--- config.mk ---
export PLATFORM = sky130hd
export DESIGN_NAME = khi_ram
export DESIGN_NICKNAME = d
export VERILOG_FILES = /design/src/sv/keyframe_cubic_hermite_interpolator_defines.svh /design/src/sv/khi_ram.sv
export SDC_FILE = /design/constraint.sdc
export NUM_CORES = 1
export LEC_CHECK = 0
export ABC_AREA = 1
export BUFFER_PORTS_ARGS = -buffer_cell sky130_fd_sc_hd__buf_2
export CORE_ASPECT_RATIO = 1.4
export CORE_MARGIN = 3
export CORE_UTILIZATION = 62
export CTS_CLUSTER_DIAMETER = 40
export DETAILED_ROUTE_END_ITERATION = 6
export PLACE_DENSITY = 0.83
export SETUP_SLACK_MARGIN = 0.5
export SYNTH_ARGS = -nofsm -noshare
export SYNTH_HDL_FRONTEND = slang
export SYNTH_SLANG_ARGS = --single-unit
export TNS_END_PERCENT = 5
--- constraint.sdc ---
create_clock -name i_clk -period 2.9 [get_ports i_clk]
set_input_delay 0.58 -clock i_clk [delete_from_list [all_inputs] [get_ports i_clk]]
set_output_delay 0.58 -clock i_clk [all_outputs]
set_load 0.1 [all_outputs]
--- src/sv/keyframe_cubic_hermite_interpolator_defines.svh ---
// Assertion macros for the keyframe cubic Hermite interpolator.
// Used by the RTL files that carry concurrent checks.
`ifndef KEYFRAME_CUBIC_HERMITE_INTERPOLATOR_DEFINES_SVH
`define KEYFRAME_CUBIC_HERMITE_INTERPOLATOR_DEFINES_SVH

// Same-cycle implication under active-low reset.
`define KHI_ASSERT_IMP(lbl, clk, rst_n, ante, cons, msg) \
    lbl: assert property (@(posedge clk) disable iff (!(rst_n)) (ante) |-> (cons)) \
        else $error(msg);

// Next-cycle implication under active-low reset.
`define KHI_ASSERT_NXT(lbl, clk, rst_n, ante, cons, msg) \
    lbl: assert property (@(posedge clk) disable iff (!(rst_n)) (ante) |=> (cons)) \
        else $error(msg);

`endif

--- src/sv/khi_ram.sv ---
// Generic single-port-write, single-port-read RAM with registered read data.
// No dependencies.
`timescale 1ns / 1ps
module khi_ram #(
    parameter int WIDTH = 8,
    parameter int DEPTH = 32
) (
    input  logic                                 i_clk,
    input  logic                                 i_we,
    input  logic [(DEPTH > 1 ? $clog2(DEPTH) : 1)-1:0] i_waddr,
    input  logic [WIDTH-1:0]                     i_wdata,
    input  logic [(DEPTH > 1 ? $clog2(DEPTH) : 1)-1:0] i_raddr,
    output logic [WIDTH-1:0]                     o_rdata
);

    logic [WIDTH-1:0] r_mem [DEPTH];
    logic [WIDTH-1:0] r_rdata;

    always_ff @(posedge i_clk) begin
        if (i_we) begin
            r_mem[i_waddr] <= i_wdata;
        end
        r_rdata <= r_mem[i_raddr];
    end

    assign o_rdata = r_rdata;

endmodule

Yosys cells after proc, flatten, opt, wreduce, memory -nomap -nowiden. Memories as Yosys holds them, arrays and structs flattened. A register that Yosys moved wholly into a read port is not among the register bits. Index checks and enable logic that the tools add are counted.

Register bits after elaboration: 0. Bits in writable memories: 256. Input port bits: 20. Output and inout port bits: 8. Logic and storage cells: 3. Memories kept: 1.

Muxes and demuxes: 2.

Memory list: r_mem (depth 32, bits a word 8, read ports 1, clocked after memory_dff 1, wr ports 1, RTL line khi_ram.sv:16) `logic [WIDTH-1:0] r_mem [DEPTH];`.

Operators with widths (count): 2-to-1 mux 1 bit (2).

Depth between registers and ports, before layout.
Depth after elaboration: 2. Depth in mapped cells: 11. Gate-level depth less buffers: 9.

Worst setup path before layout. OpenSTA, ideal clock, no wires.

Path type: in2reg. Start point: input i_waddr[0] (netlist bit). End point: memory r_mem[0][0], enable pin. Setup time: 0.370 ns. Arrival: 1.244 ns. Required time: 2.530 ns. Setup slack: 1.286 ns. Stages: 3. Path buffers: 0. Cells stage by stage: inv_1 nand3_1 nor2_1.

RTL lines: from (decl) (RTL line khi_ram.sv:10) `input logic [(DEPTH > 1 ? $clog2(DEPTH) : 1)-1:0] i_waddr,`; to (decl) (RTL line khi_ram.sv:16).

No word-level cell before the write port.

Final worst setup path.
Start point: register r_rdata[2] (netlist: o_rdata[2]), read port of r_mem. End point: output o_rdata[2].

RTL lines: from (decl) (RTL line khi_ram.sv:17) `logic [WIDTH-1:0] r_rdata;`; to (decl) (RTL line khi_ram.sv:13) `output logic [WIDTH-1:0] o_rdata`.

No word-level cell between the ends.

==> out/qor.csv <==
metric,value,unit
status,"finished, final reports clean",
synth_nets,942,
power,7.909,mW
cts_max_level,1,
path_class,reg2out,
drtAntennaViolNets,0,
cts_root_buf,clkbuf_16,
gp_congestion,0.8194,
dr.pass1.iters,7,
relSlewSlack,52.50,%
synth-seq-cells,264,
num_rows,56,
worst_slack,1.007,ns
cts_sinks,264,
synth_top_area_cell,edfxtp_1,
cp_slowest_cell,buf_2,
setup_viol,0,
cp-start-kind,register,
pin_count,28,
synthSimpleGateAreaFrac,23.11,%
synth_warnings,0,
power_density,664.2,nW/um^2
dp_slack,0.7106,ns
portBuffers,27,
leakage,4.476,nW
clk_pin_slew,0.06,ns
worst_slew_pin_slew,0.7124,ns
fin_cells,1209,
diodes,0,
syn_area,10790,um^2
grt_overflow,0,
dieWidth,117.5,um
peakVddDrop,0.5821,mV
cts_resized,0,
critPathRequiredTime,2.32,ns
drive_gt1_share,10.54,%
area_growth,10.39,%
synth.area.mux_share,0,%
avgRoutedWirePerCell,20.56,um
drc_errors,0,
max_cap_viol_count,0,
crit_cells,1,
tns,0,ns
max_stage_delay,0.44,ns
synth_top_area_share,71.27,%
post-route-period-util,65.28,%
fp.coreArea,16890,um^2
crit_buf_inv,1,
antenna_found_initial,0,
crit_chain,buf_2,
period_needed,1.893,ns
synthCells,922,
cts_buffer_depth,3,
fp.dieH,162.1,um
cts_setup_buffers,0,
synthAdderAreaFrac,0,%
synth.distinct_cells,12,
yosysSeqAreaShare,72.75,%
synth_area_per_cell,11.70,um^2
synthXorXnorAreaFrac,0,%
vias,7267,
critPathTopFamily,buffers and inverters,
placed_cells,1168,
dp_hpwl,14330,um
wl,24860,um
postCtsHoldBufs,0,
cts_buffers,24,
slew_viol_final,0,
max_freq,528.3,MHz
final_nets,982,
cts_tree,yes,
hold_viol,0,
grt_usage,26.31,%
dieArea,19040,um^2
worstPathMaxFanout,1,
synth_top_family_by_area,simple AND/OR/NAND/NOR gates,
via_per_inst,6.011,
synth-compound-area-share,0,%
rsz0062_at_grt,false,
min_path_cells,3,
ys_top_cells_by_area,"edfxtp_1 (71%), nand2_1 (13%), nand3_1 (9.5%)",
grt_pass1_vias,7334,
hold_path_class,in2reg,
grt_pass1_wl,38880,um
grt_max_degree,129,
crit_arrival,1.31,ns
endpoint_kind,output port,
fillers,1110,
skew,0.009128,ns
start_util,63.88,%
clock_latency,0.51,ns
first_iter_violations,973,
reg2reg_depth,8,
[where the power goes]
part	total (mW)	internal [mW]	switching, mW
registers	4.26	4.24	0.0185
clock network	3.06	1.75	1.31
logic	0.595	0.133	0.462
total	7.91	6.12	1.79
[cells in the mapped netlist]
| cell | count |
|---|---|
| clkbuf_1 | 7 |
| buf_1 | 2 |
| buf_6 | 24 |
| nand2_1 | 360 |
| dfxtp_1 | 8 |
| inv_1 | 8 |
| buf_2 | 15 |
| inv_2 | 2 |
| nand3_1 | 204 |
| edfxtp_1 | 256 |
| nor2_1 | 32 |
| buf_4 | 4 |
[stage by stage]
step | cell area [um^2] | hold slack, ns | utilization, %
after global placement | 11150 | 0.7460 | 66.03
final | 11910 | 0.3956 | 70.52
after global routing | 11910 | 0.4032 | 70.52
after detailed placement | 11150 | 0.7742 | 66.03
after CTS | 11910 | 0.3775 | 70.52
after floorplan | 10790 | 0.6789 | -
[cell usage in the layout, fill, tap and decap left out]
cell / Yosys / final
buf_12: 0 / 4
buf_2: 15 / 26
buf_4: 4 / 36
bufinv_16: 0 / 2
clkbuf_1: 7 / 3
clkbuf_16: 0 / 25
clkinv_1: 0 / 3
clkinv_2: 0 / 6
clkinv_4: 0 / 1
clkinvlp_4: 0 / 1
dfxtp_1: 8 / 8
edfxtp_1: 256 / 256
inv_1: 8 / 8
inv_2: 2 / 1
inv_6: 0 / 1
nand2_1: 360 / 360
nand3_1: 204 / 204
nor2_1: 32 / 32
[sequential cells by signal, summed over array words and instances (netlist names)]
name,flops
o_rdata,8
r_mem,256
[cell families (layout without fill, tap and decap cells)]
family                 after synthesis  count (layout)
flip-flops                         264             264
AND/OR/NAND/NOR                    596             596
buffers and inverters               62             117
[worst paths after layout]
path                            slack, ns   startpoint         end
worst max-delay path                 1.01   o_rdata[2]  o_rdata[2]
worst min-delay path                 0.40   i_raddr[4]  o_rdata[2]
worst max register to register       1.69  r_mem[1][7]  o_rdata[7]
worst min register to register       0.79  r_mem[4][6]  o_rdata[6]
[tightest hold or removal path: stages]
cell,delay (ns)
buf_2,0.15
nand2_1,0.08
nand2_1,0.05
[layout make-up]
class | instances | area [um^2] | share of cell area, %
inverters | 10 | 38.79 | 0.3257
repair buffers | 66 | 480.5 | 4.035
clock buffers | 28 | 636.9 | 5.348
flip-flops and latches | 264 | 7848 | 65.90
well taps | 232 | 290.3 | 2.438
clock inverters | 13 | 121.4 | 1.019
multi-input cells | 596 | 2492 | 20.93
[layer usage]
| layer | GRT usage (%) | routed length [um] | up-vias |
|---|---|---|---|
| met1 | 32.94 | 8731 | 3462 |
| met4 | 13.55 | 1167 | 0 |
| met5 | 0 | 0 | - |
| met2 | 45.68 | 12780 | 451 |
| li1 | - | - | 3270 |
| met3 | 3.204 | 2178 | 84 |
Power figures use the tool's default switching activity.
