--- src/sv/keyframe_cubic_hermite_interpolator_defines.svh ---
// Assertion macros for the keyframe cubic Hermite interpolator.
// Used by the RTL files that carry concurrent checks.
`ifndef KEYFRAME_CUBIC_HERMITE_INTERPOLATOR_DEFINES_SVH
`define KEYFRAME_CUBIC_HERMITE_INTERPOLATOR_DEFINES_SVH

// Same-cycle implication under active-low reset.
`define KHI_ASSERT_IMP(lbl, clk, rst_n, ante, cons, msg) \
    lbl: assert property (@(posedge clk) disable iff (!(rst_n)) (ante) |-> (cons)) \
        else $error(msg);

// Next-cycle implication under active-low reset.
`define KHI_ASSERT_NXT(lbl, clk, rst_n, ante, cons, msg) \
    lbl: assert property (@(posedge clk) disable iff (!(rst_n)) (ante) |=> (cons)) \
        else $error(msg);

`endif

--- src/sv/khi_pkg.sv ---
// Shared types and constants of the keyframe cubic Hermite interpolator.
// No dependencies.
`timescale 1ns / 1ps
package khi_pkg;

    localparam int  PW         = 36;
    localparam logic KIND_WRITE = 1'b0;
    localparam logic KIND_QUERY = 1'b1;

    typedef struct packed {
        logic [23:0] frame;
        logic [31:0] tstamp;
        logic [31:0] x;
        logic [31:0] y;
        logic [31:0] z;
        logic [15:0] pitch;
        logic [15:0] yaw;
        logic [15:0] roll;
        logic [15:0] fov;
    } t_key;

    typedef enum logic [3:0] {
        S_IDLE, S_SRCH, S_LOAD, S_TSET, S_DIV, S_T2, S_T3, S_EVAL, S_OUT
    } t_state;

    typedef enum logic [2:0] {
        PH_IDLE, PH_MB, PH_MC, PH_MD, PH_ACC, PH_OUT
    } t_ph;

    typedef enum logic [2:0] {
        CH_X, CH_Y, CH_Z, CH_PITCH, CH_YAW, CH_ROLL, CH_FOV
    } t_chan;

    localparam int NUM_CH = 7;

    typedef enum logic [1:0] {
        SAT_POS, SAT_ANG, SAT_FOV
    } t_sat;

    typedef struct packed {
        logic start;
        t_sat sat;
    } t_eval_req;

    typedef struct packed {
        logic        done;
        logic [31:0] value;
    } t_eval_rsp;

endpackage

--- src/sv/khi_eval.sv ---
// One-channel Catmull-Rom evaluator: coefficients, shared multiplier,
// accumulate, round and saturate. Depends on khi_pkg.
`timescale 1ns / 1ps
module khi_eval #(
    parameter int T_FRAC_BITS = 16
) (
    input  logic                           i_clk,
    input  logic                           i_rst_n,
    input  khi_pkg::t_eval_req             i_req,
    input  logic signed [khi_pkg::PW-1:0]  i_p0,
    input  logic signed [khi_pkg::PW-1:0]  i_p1,
    input  logic signed [khi_pkg::PW-1:0]  i_p2,
    input  logic signed [khi_pkg::PW-1:0]  i_p3,
    input  logic [T_FRAC_BITS:0]           i_t,
    input  logic [T_FRAC_BITS:0]           i_t2,
    input  logic [T_FRAC_BITS:0]           i_t3,
    output khi_pkg::t_eval_rsp             o_rsp
);

    localparam int TW = T_FRAC_BITS + 1;
    localparam int PW = khi_pkg::PW;
    localparam int MW = PW + TW + 1;
    localparam int AW = PW + TW + 3;

    khi_pkg::t_ph           r_ph, n_ph;
    khi_pkg::t_sat          r_sat;
    logic signed [PW-1:0]   r_b, r_c, r_d;
    logic signed [AW-1:0]   r_acc, r_prod;
    logic                   r_done;
    logic [31:0]            r_val;

    logic signed [PW-1:0]   w_ma;
    logic [TW-1:0]          w_mb;
    logic signed [TW:0]     w_mbs;
    logic signed [MW-1:0]   w_mul;
    logic signed [AW-1:0]   w_sum, w_q, w_hi, w_lo, w_sat;

    always_comb begin
        unique case (r_ph)
            khi_pkg::PH_IDLE: n_ph = i_req.start ? khi_pkg::PH_MB : khi_pkg::PH_IDLE;
            khi_pkg::PH_MB:   n_ph = khi_pkg::PH_MC;
            khi_pkg::PH_MC:   n_ph = khi_pkg::PH_MD;
            khi_pkg::PH_MD:   n_ph = khi_pkg::PH_ACC;
            khi_pkg::PH_ACC:  n_ph = khi_pkg::PH_OUT;
            default:          n_ph = khi_pkg::PH_IDLE;
        endcase
    end

    always_comb begin
        unique case (r_ph)
            khi_pkg::PH_MC: begin
                w_ma = r_c;
                w_mb = i_t2;
            end
            khi_pkg::PH_MD: begin
                w_ma = r_d;
                w_mb = i_t3;
            end
            default: begin
                w_ma = r_b;
                w_mb = i_t;
            end
        endcase
    end

    assign w_mbs = $signed({1'b0, w_mb});
    assign w_mul = w_ma * w_mbs;
    assign w_sum = r_acc + (AW'(1) <<< T_FRAC_BITS);
    assign w_q   = w_sum >>> (T_FRAC_BITS + 1);

    always_comb begin
        case (r_sat)
            khi_pkg::SAT_ANG: begin
                w_hi = AW'(32767);
                w_lo = -AW'(32767) - AW'(1);
            end
            khi_pkg::SAT_FOV: begin
                w_hi = AW'(65535);
                w_lo = '0;
            end
            default: begin
                w_hi = AW'(2147483647);
                w_lo = -AW'(2147483647) - AW'(1);
            end
        endcase
        if (w_q > w_hi) begin
            w_sat = w_hi;
        end else if (w_q < w_lo) begin
            w_sat = w_lo;
        end else begin
            w_sat = w_q;
        end
    end

    always_ff @(posedge i_clk) begin
        if (!i_rst_n) begin
            r_ph   <= khi_pkg::PH_IDLE;
            r_done <= 1'b0;
        end else begin
            r_ph   <= n_ph;
            r_done <= (r_ph == khi_pkg::PH_OUT);
        end
    end

    always_ff @(posedge i_clk) begin
        case (r_ph)
            khi_pkg::PH_IDLE: begin
                if (i_req.start) begin
                    r_sat <= i_req.sat;
                    r_b   <= i_p2 - i_p0;
                    r_c   <= (i_p0 <<< 1) - (i_p1 <<< 2) - i_p1 + (i_p2 <<< 2) - i_p3;
                    r_d   <= (i_p1 <<< 1) + i_p1 - i_p0 - (i_p2 <<< 1) - i_p2 + i_p3;
                    r_acc <= AW'(i_p1) <<< (T_FRAC_BITS + 1);
                end
            end
            khi_pkg::PH_MB: begin
                r_prod <= AW'(w_mul);
            end
            khi_pkg::PH_MC, khi_pkg::PH_MD: begin
                r_acc  <= r_acc + r_prod;
                r_prod <= AW'(w_mul);
            end
            khi_pkg::PH_ACC: begin
                r_acc <= r_acc + r_prod;
            end
            khi_pkg::PH_OUT: begin
                r_val <= w_sat[31:0];
            end
            default: begin
            end
        endcase
    end

    assign o_rsp.done  = r_done;
    assign o_rsp.value = r_val;

endmodule

--- config.mk ---
export PLATFORM = sky130hd
export DESIGN_NAME = khi_eval
export DESIGN_NICKNAME = d
export VERILOG_FILES = /design/src/sv/keyframe_cubic_hermite_interpolator_defines.svh /design/src/sv/khi_pkg.sv /design/src/sv/khi_eval.sv
export SDC_FILE = /design/constraint.sdc
export NUM_CORES = 2
export LEC_CHECK = 0
export BUFFER_PORTS_ARGS = -buffer_cell sky130_fd_sc_hd__buf_2
export CAP_MARGIN = 15
export CORE_MARGIN = 5
export CORE_UTILIZATION = 55
export CTS_BUF_LIST = sky130_fd_sc_hd__clkbuf_4 sky130_fd_sc_hd__clkbuf_8
export CTS_CLUSTER_DIAMETER = 50
export DETAILED_ROUTE_END_ITERATION = 8
export GPL_ROUTABILITY_DRIVEN = 1
export MAX_ROUTING_LAYER = met4
export PLACE_DENSITY = 0.73
export SLEW_MARGIN = 5
export SYNTH_ARGS = -nofsm -noshare
export SYNTH_HDL_FRONTEND = slang
export SYNTH_SLANG_ARGS = --single-unit
--- constraint.sdc ---
create_clock -name i_clk -period 19.29 [get_ports i_clk]
set_clock_uncertainty 0.2 [all_clocks]
set_input_delay 0 -clock i_clk [delete_from_list [all_inputs] [get_ports i_clk]]
set_output_delay 0 -clock i_clk [all_outputs]
set_load 0.02 [all_outputs]
# After elaboration in Yosys (flattened, before gate mapping)
# Cells that the tools add are included.
[classes] add_sub_neg=12 mul=1 order_cmp=2 n_eq_ne=8 muxes=10 reduce_logical=6
[ops] operator="subtractor 36 bit" n=7
[ops] operator="case mux 56 bit (2 select lines)" n=2
[ops] operator="adder 36 bit" n=3
[ops] operator="case mux 36 bit (2 select lines)" n=1
[ops] operator="two-way mux 32 bit" n=2
[ops] operator="case mux 31 bit (2 select lines)" n=1
[ops] operator="adder 56 x 18 -> 56 bit, second input constant" n=1
[ops] operator="adder 56 x 54 -> 56 bit" n=1
[ops] operator="less-than comparator 39 x 56 -> 1 bit" n=1
[ops] operator="two-way mux 56 bit" n=1
[ops] operator="multiplier 36 x 18 -> 54 bit" n=1
[ops] operator="> comparator 39 x 32 -> 1 bit" n=1
[ops] operator="case mux 17 bit (2 select lines)" n=1
[ops] operator="case mux 3 bit (5 select lines)" n=1
[ops] operator="== test 3 x 2 -> 1 bit, second input constant" n=2
[ops] operator="== test 3 bit, second input constant" n=2
[ops] operator="OR reduction 3 bit" n=2
[ops] operator="AND reduction 2 bit" n=2
[ops] operator="== test 3 x 1 -> 1 bit, second input constant" n=1
[ops] operator="zero test 3 bit" n=1
[ops] operator="== test 2 x 1 -> 1 bit, second input constant" n=1
[ops] operator="== test 2 bit, second input constant" n=1
[ops] operator="!= test 2 bit, second input constant" n=1
[ops] operator="nonzero test 2 bit" n=1
[ops] operator="two-way mux 1 bit" n=1
[totals] ff_bits=256 input_bits=200 output_inout_bits=33 elab_cells=48

# Depth between registers and ports, before layout
[logic_depth] depth_word=5 ltp_mapped=32 mapped_depth_nobuf=27

# Worst setup path after synthesis
# Ideal clock, no wire load.
[synth_timing] path_kind="register -> register" start="reg r_ph[0]" end="reg r_acc[0] (enable)" setup_time_ps=420 arrival_ps=14226 slack_ps=4444 path_stages_with_launch=6 synth_period_minus_slack_ps=14846 cell_sequence="dfxtp_1 clkbuf_1 buf_1 buf_1 nor4b_1 nand2b_1"
[synth_between] elab_chain_len=4 elab_cells_between_ends=8 classes_between="4 x eq/ne; 4 x reduce/logical"
[synth_rtl] element="start, declared" line="khi_eval.sv:25" text="khi_pkg::t_ph r_ph, n_ph;"
[synth_rtl] element="start signal, assigned" line="khi_eval.sv:97" text="r_ph <= khi_pkg::PH_IDLE;"
[synth_rtl] element="start signal, assigned" line="khi_eval.sv:100" text="r_ph <= n_ph;"
[synth_rtl] element="== test 3 x 2 -> 1 bit or == test 3 bit (tied branches)" line="khi_eval.sv:106" text="case (r_ph)"
[synth_rtl] element="OR reduction 3 bit (no source line)"
[synth_rtl] element="nonzero test 2 bit (no source line)"
[synth_rtl] element="AND reduction 2 bit (no source line) (*)"
[synth_rtl] element="end signal, assigned" line="khi_eval.sv:113" text="r_acc <= AW'(i_p1) <<< (T_FRAC_BITS + 1);"
[synth_rtl] element="end signal, assigned" line="khi_eval.sv:120" text="r_acc <= r_acc + r_prod;"
[synth_rtl] element="end signal, assigned" line="khi_eval.sv:124" text="r_acc <= r_acc + r_prod;"
[synth_rtl] element="end, declared" line="khi_eval.sv:28" text="logic signed [AW-1:0] r_acc, r_prod;"
# Every way passes the cells marked *; elsewhere a longest branch is shown, timed or not.
# A chain may end at the register's enable or synchronous reset.

# Final worst setup path
[layout_timing] start="reg r_ph[2]" end="reg r_prod[48], data pin"
[layout_between] elab_chain_len=3 elab_cells_between_ends=5 classes_between="1 x mul; 2 x eq/ne; 2 x mux"
[layout_rtl] element="== test 3 x 2 -> 1 bit" line="khi_eval.sv:50" text="unique case (r_ph)"
[layout_rtl] element="case mux 36 bit (2 select lines) or case mux 17 bit (2 select lines) (tied branches)" line="khi_eval.sv:50"
[layout_rtl] element="multiplier 36 x 18 -> 54 bit (*)" line="khi_eval.sv:67" text="assign w_mul = w_ma * w_mbs;"
[layout_rtl] element="named net w_mul[48]" line="khi_eval.sv:35" text="logic signed [MW-1:0] w_mul;"
[layout_rtl] element="end signal, assigned" line="khi_eval.sv:117" text="r_prod <= AW'(w_mul);"
[layout_rtl] element="end signal, assigned" line="khi_eval.sv:121" text="r_prod <= AW'(w_mul);"
[layout_rtl] element="end, declared" line="khi_eval.sv:28"
# The timed path passes the listed nets; every way through them passes the cells marked *.

==> key figures <==
Critical path
  • Reg2reg setup slack: between 9 and 10 ns
  • Crit path DAT: roughly 10 ns
  • Crit start category: register
  • FF-to-FF End: r_prod[48]$_DFFE_PP_
  • Worst-path maximum fanout: 86
  • Reg-to-reg startpoint: r_ph[2]$_SDFF_PN0_
  • Reg2reg path depth: 24
  • Worst setup EP type: register
  • Worst Path Class, Setup: reg2reg
  • Required @ worst endpoint: between 15 and 20 ns

Timing
  • Setup TNS Final: 0 ns
  • Worst slew margin: 15.2%
  • Fmax: ~100 MHz
  • Crit path time final: about 10 ns
  • Final slew viol count: 0
  • RSZ-0062 raised after global routing: false
  • Hold Fails Final Rpt: 0
  • Slew @ Worst Pin: around 1.3 ns
  • Crit share post-route: between 50% and 60%
  • Setup Viol. Count Final: 0

Global route
  • Largest net degree at the start of global routing: 87
  • Initial antenna violation count: 3
  • Vias in the first global route: about 38000
  • First-pass GRT wire length: around 200000 um
  • Gr ovfl total: 0
  • Tot GR Track Use: around 29%

Yosys
  • Ys Warns: 0
  • Seq/Total Area, Yosys: between 10% and 20%
  • Mapped Nets: 6196
  • Synth Register Bits: roughly 260
  • Top_reg_cell synth: edfxtp_1
  • Post-synth EDFFs: about 250
  • Cell area after synthesis: around 46000 um^2
  • Syn Inst Count: between 4000 and 5000
  • Async SR Flop Fraction: 0%
  • Distinct cells, synth: a little over 80
  • Avg Inst Size Synth: 9.45 um^2

Finish
  • NumNets Final: between 6000 and 7000
  • Most common cell after layout, fill and taps aside: inv_1
  • Multi-input gate area in the final layout: around 34000 um^2
  • Area grow syn2layout: 10.8%
  • Fill cells: between 6000 and 7000
  • Highest-count cells in the layout ignoring fill and taps: 912 x inv_1, 820 x fa_1, 523 x nand2_1, 406 x nor2_1, 332 x ha_1
  • Sequential cell area: 7650 um^2
  • Share of layout cells above drive strength 1: approximately 7.8%

Clock tree
  • Clock-pin slew on the worst setup and hold paths: around 0.070 ns
  • CTS tree: yes
  • Root Buffer: clkbuf_8
  • Total CTS buffers: 49
  • Clk sinks: between 200 and 300
  • CTS resizes: 0
  • Clk_lat worst skew: approximately 0.64 ns
  • CTS H-tree depth: 2
  • Post-CTS Setup Inserts: 0
  • Maximum buffer depth of the clock tree: 3

Place
  • Final Wtd Congestion: roughly 0.97
  • DP HPWL: between 100000 and 150000 um
  • # port buffers: around 230

Die
  • Die height: 298 um
  • Die Area: around 89000 um^2
  • Ports: around 230
  • Initial Utilization: a little under three fifths
  • Width of the die: ~300 um
  • Cell row count: ~110
  • Core Region: between 80000 and 90000 um^2

Hold path
  • Worst Hold Class: in2reg
  • Hold EP: r_d[31]$_DFFE_PP_
  • Hold Path Depth: 5
  • Min-Delay Startpoint: i_p3[29]

Run
  • Max_cap viols: 0

Route
  • Vias: about 36000
  • WL/cell: between 15 and 20 um
  • Final WL: roughly 120000 um
  • Post-route ant nets: 0
  • Drt via density: approximately 5.7
  • DR pass1 iterations: 5
  • DR DRC count: 0
  • Initial drt markers: 2547

Status
  • Status: completed
[cells in the mapped netlist (13+ instances only)]
library cell,count,area (um^2)
a31oi_1,16,100
nand2b_1,29,181
fa_1,820,16400
ha_1,332,4150
a21oi_1,226,1130
and2_1,21,131
xor2_1,77,674
nand4_1,35,219
o211ai_1,21,158
and3_1,32,200
o21ai_0,161,806
or2_2,13,81.3
inv_1,912,3420
xnor2_1,157,1380
edfxtp_1,252,7570
nor2b_1,30,188
nand3_1,62,310
o21ai_1,32,160
clkbuf_1,127,477
mux2i_1,73,731
a211oi_1,24,180
nand2_1,524,1970
nor2_1,407,1530
o21a_1,78,586
o21bai_1,48,360
nor3_1,35,175
a21o_1,114,856
[critical path, cell delays in order (launching register included)]
cell       delay (ns)
dfxtp_1          0.58
nand2b_4         0.71
buf_4            0.79
nand2_1          0.17
o21ai_1          0.71
nand2_1          0.19
fa_1             0.56
fa_1             0.53
fa_1             0.53
inv_1            0.06
fa_1             0.49
fa_1             0.49
inv_1            0.05
fa_1             0.56
inv_1            0.06
ha_1             0.37
and2_1           0.20
nand4_1          0.16
a2111oi_0        0.96
o211ai_1         0.35
a21oi_1          0.28
o21bai_1         0.19
o21a_1           0.24
o21ai_0          0.22
xor2_1           0.09
[registers in the layout, summed over array words and instances (netlist names)]
name    flops
r_val      32
r_d        36
r_acc      56
r_sat       2
r_b        36
r_c        36
r_ph        3
r_done      1
r_prod     54
[routing by layer]
metal	track usage [%]	routed length, um	share of wire [%]
met5	-	0	0
met1	38.4	52100	42
met4	8.40	4010	3.2
met2	45.0	56200	45
met3	7.48	12300	9.9
[final cells by class]
class / instances / share of cell area (%)
Sequential cell: 256 / 15.1
Clock inverter: 33 / 0.583
Timing Repair Buffer: 427 / 5.99
Multi-Input combinational cell: 3530 / 67.5
Inverter: 912 / 6.75
Antenna cell: 3 / 0.0148
Clock buffer: 53 / 1.40
Tap cell: 1070 / 2.64
[logic make-up after synthesis]
family,after synthesis,share of synthesized area (%)
compound gates,821,11.4
xor+xnor,235,4.53
fa+ha+maj,1152,45.0
buf+inv,1058,8.79
flops,256,16.7
mux,76,1.67
simple gates,1246,11.9
[what timing repair did]
item,CTS,global route
endpoints found under the hold margin,162,0
endpoints found under the setup margin,0,0
hold buffers,159,0
[worst max path at each step]
stage                                  start                endpoint  slack (ns)
after global routing      r_ph[2]$_SDFF_PN0_    r_prod[48]$_DFFE_PP_        8.75
after detailed placement  r_ph[2]$_SDFF_PN0_    r_prod[48]$_DFFE_PP_        9.34
after floorplan           r_ph[0]$_SDFF_PN0_  r_acc[0]$_SDFFCE_PP0P_        4.44
final                     r_ph[2]$_SDFF_PN0_    r_prod[48]$_DFFE_PP_        9.24
after global placement    r_ph[2]$_SDFF_PN0_    r_prod[52]$_DFFE_PP_        9.51
after CTS                 r_ph[2]$_SDFF_PN0_    r_prod[52]$_DFFE_PP_        9.36
[per-stage QoR]
step	std cells	setup slack, ns	hold WS (ns)	instance area (um^2)	utilization [%]
floorplan	4844	4.44	-0.101	45800	-
global placement	6032	9.51	-0.0209	48000	58.4
detailed placement	6032	9.34	-0.0219	48000	58.4
CTS	6277	9.36	0.00436	50600	61.6
global route	6284	8.75	0.0651	50700	61.6
finish	6284	9.24	0.0453	50700	61.6
Power is left out: the tool's default activity adds up to more than one toggle a clock period on the data nets, which glitch-free logic cannot reach.
